$ cat config.mk
export PLATFORM = sky130hd
export DESIGN_NAME = ini_text_tokenizer
export DESIGN_NICKNAME = d
export VERILOG_FILES = /design/src/design/itt_pkg.sv /design/src/design/ini_text_tokenizer.sv /design/src/design/itt_fifo.sv /design/src/design/itt_front.sv /design/src/design/itt_back.sv
export SDC_FILE = /design/constraint.sdc
export NUM_CORES = 1
export LEC_CHECK = 0
export BUFFER_PORTS_ARGS = -buffer_cell sky130_fd_sc_hd__buf_2
export CORE_MARGIN = 10
export CORE_UTILIZATION = 40
export CTS_CLUSTER_DIAMETER = 30
export DETAILED_ROUTE_END_ITERATION = 6
export GPL_TIMING_DRIVEN = 0
export PLACE_DENSITY_LB_ADDON = 0.15
export SLEW_MARGIN = 10
export SYNTH_ARGS = -nofsm -noshare
export SYNTH_HDL_FRONTEND = slang
export SYNTH_SLANG_ARGS = --single-unit
$ cat constraint.sdc
create_clock -name clk_i -period 6.1 [get_ports clk_i]
set_input_delay 0.61 -clock clk_i [delete_from_list [all_inputs] [get_ports clk_i]]
set_output_delay 0.61 -clock clk_i [all_outputs]
set_load 0.01 [all_outputs]
$ cat src/design/itt_pkg.sv
`timescale 1ns / 1ps
// Shared types and constants of the INI text tokenizer.
// Depends on nothing; used by the front end, the back end and the top level.
package itt_pkg;

  // Largest text size in bytes; offsets saturate at this size or at 65535.
  localparam int unsigned TEXT_BYTES_DEF  = 65536;
  // Depth of the token-group queue between the lexer and the output stage.
  localparam int unsigned QUEUE_DEPTH_DEF = 4;

  typedef enum logic [2:0] {
    KIND_COMMENT = 3'd0,
    KIND_INT     = 3'd1,
    KIND_REAL    = 3'd2,
    KIND_IDENT   = 3'd3,
    KIND_BOOL    = 3'd4,
    KIND_STRING  = 3'd5,
    KIND_SIGN    = 3'd6
  } kind_e;

  typedef enum logic [1:0] {
    RADIX_BIN = 2'd0,
    RADIX_OCT = 2'd1,
    RADIX_DEC = 2'd2,
    RADIX_HEX = 2'd3
  } radix_e;

  typedef struct packed {
    kind_e       kind;
    logic [15:0] offset;
    logic [15:0] length;
    radix_e      radix;
    logic        bool_val;
  } token_t;

  // All tokens caused by one input beat: one, or two when a byte ends a
  // token and then starts a sign.
  typedef struct packed {
    token_t first;
    token_t second;
    logic   two;
  } group_t;

endpackage

$ cat src/design/ini_text_tokenizer.sv
`timescale 1ns / 1ps
// INI text tokenizer: takes one text byte per cycle unless stalled and
// returns comment, number, identifier, boolean, string and sign tokens
// as kind, offset and length. The lexer updates its state once per byte,
// so input beats are taken back to back; each byte yields zero, one or
// two tokens. Tokens wait in a QUEUE_DEPTH-entry queue of groups and leave
// one per cycle, unless the output stalls, through an output register, so a
// byte that gives two tokens takes two output beats; input stalls only when
// that queue is full. Depends on itt_pkg, itt_front, itt_fifo and itt_back.
module ini_text_tokenizer import itt_pkg::*; #(
  parameter int unsigned TEXT_BYTES  = TEXT_BYTES_DEF,
  parameter int unsigned QUEUE_DEPTH = QUEUE_DEPTH_DEF
) (
  input  logic        clk_i,
  input  logic        rst_ni,
  input  logic        in_valid_i,
  output logic        in_stall_o,
  input  logic [7:0]  char_byte_i,
  input  logic        end_of_text_i,
  output logic        out_valid_o,
  input  logic        out_stall_i,
  output logic [2:0]  token_kind_o,
  output logic [15:0] token_offset_o,
  output logic [15:0] token_length_o,
  output logic [1:0]  number_radix_o,
  output logic        bool_value_o,
  output logic        last_of_run_o
);

  localparam int unsigned GROUP_W = $bits(group_t);

  logic   in_fire;
  logic   push, pop, head_valid, full;
  group_t push_group, head_group;
  token_t out_tok;

  assign in_stall_o = full;
  assign in_fire    = in_valid_i && !full;

  itt_front #(
    .TEXT_BYTES(TEXT_BYTES)
  ) u_front (
    .clk_i        (clk_i),
    .rst_ni       (rst_ni),
    .in_fire_i    (in_fire),
    .char_byte_i  (char_byte_i),
    .end_of_text_i(end_of_text_i),
    .push_o       (push),
    .group_o      (push_group)
  );

  itt_fifo #(
    .WIDTH(GROUP_W),
    .DEPTH(QUEUE_DEPTH)
  ) u_queue (
    .clk_i  (clk_i),
    .rst_ni (rst_ni),
    .push_i (push),
    .data_i (push_group),
    .pop_i  (pop),
    .data_o (head_group),
    .valid_o(head_valid),
    .full_o (full)
  );

  itt_back u_back (
    .clk_i       (clk_i),
    .rst_ni      (rst_ni),
    .head_valid_i(head_valid),
    .head_i      (head_group),
    .pop_o       (pop),
    .out_stall_i (out_stall_i),
    .out_valid_o (out_valid_o),
    .out_tok_o   (out_tok),
    .out_last_o  (last_of_run_o)
  );

  assign token_kind_o   = out_tok.kind;
  assign token_offset_o = out_tok.offset;
  assign token_length_o = out_tok.length;
  assign number_radix_o = out_tok.radix;
  assign bool_value_o   = out_tok.bool_val;

  // A full queue always has a token waiting in the output register.
  a_full_has_output: assert property (@(posedge clk_i) disable iff (!rst_ni)
    in_stall_o |-> out_valid_o)
    else $error("queue full while the output register is empty");

  a_sign_shape: assert property (@(posedge clk_i) disable iff (!rst_ni)
    out_valid_o && (token_kind_o == KIND_SIGN) |->
      (token_length_o == 16'd1) && last_of_run_o)
    else $error("sign beat with wrong length or not last of its byte");

  a_radix_only_int: assert property (@(posedge clk_i) disable iff (!rst_ni)
    out_valid_o && (token_kind_o != KIND_INT) |-> (number_radix_o == RADIX_BIN))
    else $error("radix set on a non-integer beat");

  // The first of two tokens from one byte is followed by its partner.
  a_pair_follows: assert property (@(posedge clk_i) disable iff (!rst_ni)
    out_valid_o && !out_stall_i && !last_of_run_o |=>
      out_valid_o && (token_kind_o == KIND_SIGN))
    else $error("first token of a pair not followed by its sign");

endmodule

$ cat src/design/itt_fifo.sv
`timescale 1ns / 1ps
// Small register queue that decouples the lexer from the output stage.
// Generic in width and depth; no package dependencies.
module itt_fifo #(
  parameter int unsigned WIDTH = 8,
  parameter int unsigned DEPTH = 4
) (
  input  logic             clk_i,
  input  logic             rst_ni,
  input  logic             push_i,
  input  logic [WIDTH-1:0] data_i,
  input  logic             pop_i,
  output logic [WIDTH-1:0] data_o,
  output logic             valid_o,
  output logic             full_o
);

  localparam int unsigned PW = (DEPTH > 1) ? $clog2(DEPTH) : 1;
  localparam int unsigned CW = $clog2(DEPTH + 1);
  localparam logic [PW-1:0] LAST_PTR = PW'(DEPTH - 1);
  localparam logic [CW-1:0] FULL_CNT = CW'(DEPTH);

  logic [WIDTH-1:0] entry_q [DEPTH];
  logic [PW-1:0]    wr_ptr_q, wr_ptr_d;
  logic [PW-1:0]    rd_ptr_q, rd_ptr_d;
  logic [CW-1:0]    count_q, count_d;
  logic             do_push, do_pop;

  assign do_push = push_i && !full_o;
  assign do_pop  = pop_i && valid_o;
  assign valid_o = (count_q != '0);
  assign full_o  = (count_q == FULL_CNT);
  assign data_o  = entry_q[rd_ptr_q];

  always_comb begin
    wr_ptr_d = wr_ptr_q;
    rd_ptr_d = rd_ptr_q;
    count_d  = count_q;
    if (do_push) begin
      wr_ptr_d = (wr_ptr_q == LAST_PTR) ? '0 : wr_ptr_q + 1'b1;
    end
    if (do_pop) begin
      rd_ptr_d = (rd_ptr_q == LAST_PTR) ? '0 : rd_ptr_q + 1'b1;
    end
    case ({do_push, do_pop})
      2'b10:   count_d = count_q + 1'b1;
      2'b01:   count_d = count_q - 1'b1;
      default: count_d = count_q;
    endcase
  end

  always_ff @(posedge clk_i or negedge rst_ni) begin
    if (!rst_ni) begin
      wr_ptr_q <= '0;
      rd_ptr_q <= '0;
      count_q  <= '0;
    end else begin
      wr_ptr_q <= wr_ptr_d;
      rd_ptr_q <= rd_ptr_d;
      count_q  <= count_d;
    end
  end

  always_ff @(posedge clk_i) begin
    if (do_push) begin
      entry_q[wr_ptr_q] <= data_i;
    end
  end

endmodule

$ cat src/design/itt_front.sv
`timescale 1ns / 1ps
// Lexer front end: takes one text byte per beat, tracks the lexer mode and
// builds the group of tokens that the byte finishes. Depends on itt_pkg.
module itt_front import itt_pkg::*; #(
  parameter int unsigned TEXT_BYTES = TEXT_BYTES_DEF
) (
  input  logic       clk_i,
  input  logic       rst_ni,
  input  logic       in_fire_i,
  input  logic [7:0] char_byte_i,
  input  logic       end_of_text_i,
  output logic       push_o,
  output group_t     group_o
);

  localparam int unsigned POS_MAX_I = (TEXT_BYTES < 65535) ? TEXT_BYTES : 65535;
  localparam logic [15:0] POS_MAX   = POS_MAX_I[15:0];

  localparam logic [7:0] CH_NL     = 8'h0A;
  localparam logic [7:0] CH_DQUOTE = 8'h22;
  localparam logic [7:0] CH_HASH   = 8'h23;
  localparam logic [7:0] CH_SQUOTE = 8'h27;
  localparam logic [7:0] CH_PLUS   = 8'h2B;
  localparam logic [7:0] CH_MINUS  = 8'h2D;
  localparam logic [7:0] CH_DOT    = 8'h2E;
  localparam logic [7:0] CH_ZERO   = 8'h30;
  localparam logic [7:0] CH_BSLASH = 8'h5C;
  localparam logic [7:0] CH_USCORE = 8'h5F;
  localparam logic [7:0] CH_LO_A   = 8'h61;
  localparam logic [7:0] CH_LO_B   = 8'h62;
  localparam logic [7:0] CH_LO_D   = 8'h64;
  localparam logic [7:0] CH_LO_E   = 8'h65;
  localparam logic [7:0] CH_LO_F   = 8'h66;
  localparam logic [7:0] CH_LO_L   = 8'h6C;
  localparam logic [7:0] CH_LO_O   = 8'h6F;
  localparam logic [7:0] CH_LO_R   = 8'h72;
  localparam logic [7:0] CH_LO_S   = 8'h73;
  localparam logic [7:0] CH_LO_T   = 8'h74;
  localparam logic [7:0] CH_LO_U   = 8'h75;
  localparam logic [7:0] CH_LO_X   = 8'h78;

  typedef enum logic [2:0] {
    MODE_IDLE, MODE_COMMENT, MODE_ZERO, MODE_INT,
    MODE_REAL, MODE_IDENT, MODE_QUOTES, MODE_STRING
  } mode_e;

  // Progress through the keywords TRUE and FALSE, case-insensitive.
  typedef enum logic [3:0] {
    TRK_NONE, TRK_T, TRK_TR, TRK_TRU, TRK_TRUE,
    TRK_F, TRK_FA, TRK_FAL, TRK_FALS, TRK_FALSE
  } trk_e;

  function automatic logic is_digit(input logic [7:0] c);
    return (c >= 8'h30) && (c <= 8'h39);
  endfunction

  function automatic logic is_letter(input logic [7:0] c);
    return ((c >= 8'h41) && (c <= 8'h5A)) || ((c >= 8'h61) && (c <= 8'h7A));
  endfunction

  function automatic logic is_hex(input logic [7:0] c);
    return is_digit(c) || ((c >= 8'h41) && (c <= 8'h46)) ||
           ((c >= 8'h61) && (c <= 8'h66));
  endfunction

  function automatic logic is_word(input logic [7:0] c);
    return is_letter(c) || is_digit(c) || (c == CH_MINUS) || (c == CH_USCORE);
  endfunction

  function automatic trk_e track_next(input trk_e t, input logic [7:0] lc);
    trk_e n;
    n = TRK_NONE;
    unique case (t)
      TRK_T:    if (lc == CH_LO_R) n = TRK_TR;
      TRK_TR:   if (lc == CH_LO_U) n = TRK_TRU;
      TRK_TRU:  if (lc == CH_LO_E) n = TRK_TRUE;
      TRK_F:    if (lc == CH_LO_A) n = TRK_FA;
      TRK_FA:   if (lc == CH_LO_L) n = TRK_FAL;
      TRK_FAL:  if (lc == CH_LO_S) n = TRK_FALS;
      TRK_FALS: if (lc == CH_LO_E) n = TRK_FALSE;
      default:  n = TRK_NONE;
    endcase
    return n;
  endfunction

  mode_e       mode_q, mode_d;
  logic [15:0] pos_q, pos_d;
  logic [15:0] start_q, start_d;
  radix_e      radix_q, radix_d;
  logic        qkind_q, qkind_d;
  logic [1:0]  qrun_q, qrun_d;
  logic        esc_q, esc_d;
  trk_e        trk_q, trk_d;

  logic [7:0]  c, lc, quote_ch;
  logic [15:0] pos_inc, span;
  logic        close_en, restart, sign_en;
  logic        close_has;
  token_t      close_tok, sign_tok;

  assign c        = char_byte_i;
  assign lc       = char_byte_i | 8'h20;
  assign quote_ch = qkind_q ? CH_SQUOTE : CH_DQUOTE;
  assign pos_inc  = (pos_q >= POS_MAX) ? POS_MAX : pos_q + 16'd1;
  assign span     = (pos_q >= start_q) ? pos_q - start_q : 16'd0;

  // Token pending in the current mode, ending before the current byte.
  always_comb begin
    close_has          = 1'b1;
    close_tok.kind     = KIND_COMMENT;
    close_tok.offset   = start_q;
    close_tok.length   = span;
    close_tok.radix    = RADIX_BIN;
    close_tok.bool_val = 1'b0;
    unique case (mode_q)
      MODE_COMMENT: close_tok.kind = KIND_COMMENT;
      MODE_ZERO: begin
        close_tok.kind  = KIND_INT;
        close_tok.radix = RADIX_DEC;
      end
      MODE_INT: begin
        close_tok.kind  = KIND_INT;
        close_tok.radix = radix_q;
      end
      MODE_REAL: close_tok.kind = KIND_REAL;
      MODE_IDENT: begin
        if (trk_q == TRK_TRUE) begin
          close_tok.kind     = KIND_BOOL;
          close_tok.bool_val = 1'b1;
        end else if (trk_q == TRK_FALSE) begin
          close_tok.kind = KIND_BOOL;
        end else begin
          close_tok.kind = KIND_IDENT;
        end
      end
      MODE_QUOTES: begin
        close_tok.kind = KIND_STRING;
        // A doubled quote is an empty string; a longer run yields nothing.
        if (qrun_q == 2'd2) begin
          close_tok.length = 16'd0;
        end else if (qrun_q != 2'd1) begin
          close_has = 1'b0;
        end
      end
      MODE_STRING: close_tok.kind = KIND_STRING;
      default: close_has = 1'b0;
    endcase
  end

  always_comb begin
    sign_tok.kind     = KIND_SIGN;
    sign_tok.offset   = pos_q;
    sign_tok.length   = 16'd1;
    sign_tok.radix    = RADIX_BIN;
    sign_tok.bool_val = 1'b0;
  end

  always_comb begin
    mode_d   = mode_q;
    pos_d    = pos_q;
    start_d  = start_q;
    radix_d  = radix_q;
    qkind_d  = qkind_q;
    qrun_d   = qrun_q;
    esc_d    = esc_q;
    trk_d    = trk_q;
    close_en = 1'b0;
    restart  = 1'b0;
    sign_en  = 1'b0;

    if (end_of_text_i) begin
      close_en = 1'b1;
      mode_d   = MODE_IDLE;
      pos_d    = '0;
      start_d  = '0;
      radix_d  = RADIX_DEC;
      qkind_d  = 1'b0;
      qrun_d   = '0;
      esc_d    = 1'b0;
      trk_d    = TRK_NONE;
    end else begin
      pos_d = pos_inc;
      unique case (mode_q)
        MODE_IDLE: restart = 1'b1;
        MODE_COMMENT: begin
          if (c == CH_NL) begin
            close_en = 1'b1;
            restart  = 1'b1;
          end
        end
        MODE_ZERO: begin
          if (is_digit(c) || (c == CH_LO_D)) begin
            mode_d  = MODE_INT;
            radix_d = RADIX_DEC;
          end else if (c == CH_LO_B) begin
            mode_d  = MODE_INT;
            radix_d = RADIX_BIN;
          end else if (c == CH_LO_O) begin
            mode_d  = MODE_INT;
            radix_d = RADIX_OCT;
          end else if (c == CH_LO_X) begin
            mode_d  = MODE_INT;
            radix_d = RADIX_HEX;
          end else if (c == CH_DOT) begin
            mode_d = MODE_REAL;
          end else begin
            close_en = 1'b1;
            restart  = 1'b1;
          end
        end
        MODE_INT: begin
          if ((radix_q == RADIX_HEX) ? is_hex(c) : is_digit(c)) begin
            mode_d = MODE_INT;
          end else if ((c == CH_DOT) && (radix_q == RADIX_DEC)) begin
            mode_d = MODE_REAL;
          end else if ((c == CH_DOT) && (radix_q != RADIX_HEX)) begin
            // A binary or octal number followed by a dot is dropped with it.
            mode_d = MODE_IDLE;
          end else begin
            close_en = 1'b1;
            restart  = 1'b1;
          end
        end
        MODE_REAL: begin
          if (!is_digit(c)) begin
            close_en = 1'b1;
            restart  = 1'b1;
          end
        end
        MODE_IDENT: begin
          if (is_word(c)) begin
            trk_d = track_next(trk_q, lc);
          end else begin
            close_en = 1'b1;
            restart  = 1'b1;
          end
        end
        MODE_QUOTES: begin
          if (c == quote_ch) begin
            qrun_d = (qrun_q == 2'd3) ? 2'd3 : qrun_q + 2'd1;
          end else if (qrun_q == 2'd1) begin
            mode_d = MODE_STRING;
            esc_d  = (c == CH_BSLASH);
          end else begin
            close_en = 1'b1;
            restart  = 1'b1;
          end
        end
        MODE_STRING: begin
          if (esc_q) begin
            esc_d = 1'b0;
          end else if (c == quote_ch) begin
            close_en = 1'b1;
          end else if (c == CH_BSLASH) begin
            esc_d = 1'b1;
          end
        end
        default: restart = 1'b1;
      endcase

      if (close_en) begin
        mode_d = MODE_IDLE;
      end

      // The byte that ended a token (other than a closing string quote), or any
      // byte seen between tokens, is lexed again as a possible token start.
      if (restart) begin
        if (c == CH_HASH) begin
          mode_d  = MODE_COMMENT;
          start_d = pos_q;
        end else if (is_digit(c)) begin
          mode_d  = (c == CH_ZERO) ? MODE_ZERO : MODE_INT;
          radix_d = RADIX_DEC;
          start_d = pos_q;
        end else if (is_word(c)) begin
          mode_d  = MODE_IDENT;
          start_d = pos_q;
          trk_d   = (lc == CH_LO_T) ? TRK_T : ((lc == CH_LO_F) ? TRK_F : TRK_NONE);
        end else if ((c == CH_DQUOTE) || (c == CH_SQUOTE)) begin
          mode_d  = MODE_QUOTES;
          qkind_d = (c == CH_SQUOTE);
          qrun_d  = 2'd1;
          esc_d   = 1'b0;
          start_d = pos_inc;
        end else if (c == CH_PLUS) begin
          sign_en = 1'b1;
        end
      end
    end
  end

  logic close_valid;
  assign close_valid    = close_en && close_has;
  assign push_o         = in_fire_i && (close_valid || sign_en);
  assign group_o.first  = close_valid ? close_tok : sign_tok;
  assign group_o.second = sign_tok;
  assign group_o.two    = close_valid && sign_en;

  always_ff @(posedge clk_i or negedge rst_ni) begin
    if (!rst_ni) begin
      mode_q  <= MODE_IDLE;
      pos_q   <= '0;
      start_q <= '0;
      radix_q <= RADIX_DEC;
      qkind_q <= 1'b0;
      qrun_q  <= '0;
      esc_q   <= 1'b0;
      trk_q   <= TRK_NONE;
    end else if (in_fire_i) begin
      mode_q  <= mode_d;
      pos_q   <= pos_d;
      start_q <= start_d;
      radix_q <= radix_d;
      qkind_q <= qkind_d;
      qrun_q  <= qrun_d;
      esc_q   <= esc_d;
      trk_q   <= trk_d;
    end
  end

endmodule

$ cat src/design/itt_back.sv
`timescale 1ns / 1ps
// Output stage: takes token groups from the queue and hands them out one
// token per beat through an output register. Depends on itt_pkg.
module itt_back import itt_pkg::*; (
  input  logic   clk_i,
  input  logic   rst_ni,
  input  logic   head_valid_i,
  input  group_t head_i,
  output logic   pop_o,
  input  logic   out_stall_i,
  output logic   out_valid_o,
  output token_t out_tok_o,
  output logic   out_last_o
);

  logic   valid_q, valid_d;
  logic   half_q, half_d;
  token_t tok_q, tok_d;
  logic   last_q, last_d;
  logic   load;

  // The register may refill whenever it is empty or its beat leaves now.
  assign load = !valid_q || !out_stall_i;

  always_comb begin
    valid_d = valid_q;
    half_d  = half_q;
    tok_d   = tok_q;
    last_d  = last_q;
    pop_o   = 1'b0;
    if (load) begin
      valid_d = head_valid_i;
      if (head_valid_i) begin
        if (head_i.two && !half_q) begin
          tok_d  = head_i.first;
          last_d = 1'b0;
          half_d = 1'b1;
        end else begin
          tok_d  = half_q ? head_i.second : head_i.first;
          last_d = 1'b1;
          half_d = 1'b0;
          pop_o  = 1'b1;
        end
      end
    end
  end

  always_ff @(posedge clk_i or negedge rst_ni) begin
    if (!rst_ni) begin
      valid_q <= 1'b0;
      half_q  <= 1'b0;
    end else begin
      valid_q <= valid_d;
      half_q  <= half_d;
    end
  end

  always_ff @(posedge clk_i) begin
    tok_q  <= tok_d;
    last_q <= last_d;
  end

  assign out_valid_o = valid_q;
  assign out_tok_o   = tok_q;
  assign out_last_o  = last_q;

endmodule

==> impl_metrics.json <==
{
  "area_delta_synth_final_pct": 21.8,
  "async_flop_share": 0.173,
  "cts_buffers": 66,
  "period_share": 0.607,
  "drive_above_1_share": 0.211,
  "holdBufCountCts": 0,
  "end_kind": "flop",
  "status": "complete, no violations",
  "dieArea_um2": 44200,
  "overflow": 0,
  "clkLatencyLatePin_ps": 550,
  "grt_pass1_vias": 9628,
  "grtUsageTotal": 0.164,
  "core-area_um2": 35700,
  "place.detailed.hpwl_um": 24500,
  "clk_pin_slew_ps": 40,
  "cts_tree": "built",
  "syn_nets": 1109,
  "leakage_nw": 6.40,
  "drt_iter0_markers": 665,
  "hold_ws_ps": 148,
  "synth_edf_count": 259,
  "hold_violations": 0,
  "critical_path_class": "reg2reg",
  "vias": 9466,
  "ys_warn_count": 0,
  "drv_cap": 0,
  "clock_sinks": 313,
  "skew_ps": 23.8,
  "grt_pass1_wl_um": 56300,
  "drc_errors": 0,
  "routed_wl_um": 36400,
  "cts_root_buffer": "clkbuf_16",
  "numPortBuffers": 53,
  "setup_tns_ps": 0,
  "cts_buffer_depth": 3,
  "io_pins": 54,
  "max-slew-margin-rel": 0.323,
  "start_util": 0.406,
  "max_freq_mhz": 270,
  "synthCells": 1068,
  "wl_per_cell_um": 21.4,
  "fin_crit_ps": 3700,
  "ant_nets": 0,
  "crit_required_ps": 6410,
  "nets": 1235,
  "final_common_cell": "edfxtp_1",
  "synthesis.area_um2": 14500,
  "crit_arrival_ps": 4010,
  "p_per_area_nw_per_um2": 474,
  "rsz0062_at_grt": "false",
  "finalSetupViolations": 0,
  "rows": 69,
  "avgSynthCellArea_um2": 13.6,
  "gp_congestion": 0.924,
  "worstSetupStartpointType": "flop",
  "grt_max_degree": 55,
  "worstMarginPinSlew_ps": 1020,
  "ys_seq_area_frac": 0.630,
  "yosysUniqueCellTypes": 80,
  "htreeDepth": 3,
  "power.total_w": 0.00837,
  "ir_drop_uv": 226,
  "path_max_fanout": 11,
  "ys.flop_type": "edfxtp_1",
  "cts_resized": 0,
  "avgViaCountPerCell": 5.55,
  "hold_path_class": "in2async",
  "cts_setup_buffers": 0,
  "slew_violations": 0,
  "die_y_um": 210,
  "num_antenna_cells": 0,
  "synth_seq_cells": 313,
  "die_x_um": 210,
  "final_cell_mix": "259 x edfxtp_1, 105 x nand2_1, 69 x clkbuf_16",
  "antenna_found_initial": 0,
  "regToRegSetupSlack_ps": 2400,
  "drtPass1Iterations": 5
}
[per-layer routing]
layer  vias up  GRT usage  wire length, um
met5         -          0                0
met3        77     0.0301             1800
met1      4735      0.210            15900
met4         0     0.0712             1030
li1       4376          -                -
met2       278      0.269            17700
[flip-flops by register name, indices dropped and copies added, names as in the netlist]
register            cells
u_queue.entry_q       220
u_back.out_tok_o       38
u_front.pos_q          16
u_front.start_q        16
u_front.trk_q           4
u_front.mode_q          3
u_queue.count_q         3
u_front.qrun_q          2
u_front.radix_q         2
u_queue.rd_ptr_q        2
u_queue.wr_ptr_q        2
u_back.half_q           1
u_back.out_last_o       1
u_back.out_valid_o      1
u_front.esc_q           1
u_front.qkind_q         1
[report_power, final]
part	switching (W)	internal [W]	leakage (nW)
registers	0.000121	0.00273	3.15
clock network	0.00110	0.00235	1.03
logic	0.00122	0.000847	2.23
[synth_stat cells (all sizes together) (10+ instances only)]
cell,n,share of area
a21oi,65,0.023
buf,30,0.0095
a31oi,16,0.0069
o21ai,49,0.018
xnor2,11,0.0066
nand4,10,0.0043
nand2,105,0.027
nor3,21,0.0076
a21o,10,0.0052
ha,26,0.022
mux4,55,0.085
nand3,15,0.0052
nor2,65,0.017
a22o,10,0.0060
and3,11,0.0047
and2,31,0.013
dfrtp,53,0.092
edfxtp,259,0.54
inv,38,0.0098
nand2b,17,0.0073
clkbuf,33,0.0085
[area by class of cell]
type | count | area, um2
Timing Repair Buffer | 58 | 390
Clock inverter | 40 | 418
Sequential cell | 313 | 9130
Multi-Input combinational cell | 653 | 4960
Buffer | 63 | 262
Tap cell | 461 | 577
Fill cell | 3097 | 18000
Inverter | 39 | 146
Clock buffer | 79 | 1760
[kinds of logic after synthesis]
kind of cell,after synthesis,synth area share
buffers and inverters,102,0.0281
XOR/XNOR,17,0.0103
flip-flops,313,0.630
AND/OR/NAND/NOR,319,0.111
multiplexers,66,0.0937
AO/OA/AOI/OAI,223,0.102
adder cells (fa/ha/maj),28,0.0252
[stage by stage]
stage	cells	area (um2)	utilization	worst slack (ps)
4_1_cts	1706	17600	0.495	2470
2_1_floorplan	1068	14500	-	1800
5_1_grt	1706	17600	0.495	2190
3_3_place_gp	1582	15300	0.430	188
3_5_place_dp	1587	15500	0.434	1920
6_report	1706	17600	0.495	2400
[worst paths after layout]
path / start / endpoint / depth (start not counted)
max: u_front.pos_q[0] / u_queue.entry_q[0][24] / 13
min: rst_ni / u_front.trk_q[2] / 1
max reg2reg: u_front.pos_q[0] / u_queue.entry_q[0][24] / 13
min reg2reg: u_queue.count_q[2] / u_queue.count_q[2] / 1
max in group asynchronous: rst_ni / u_front.start_q[9] / 1
min in group clk_i: out_stall_i / u_back.out_valid_o / 3
[critical path, cell delays in order, from the launching register on]
cell and delay, ps:
dfrtp_1 570, inv_1 160, ha_1 270, inv_1 80, fa_1 220, a21o_1 150, a211oi_1 90, o21ai_0 440
a21oi_1 160, nor3b_1 220, o221ai_1 220, or2_2 360, buf_2 200, a21oi_1 340
Power figures use the tool's default switching activity.
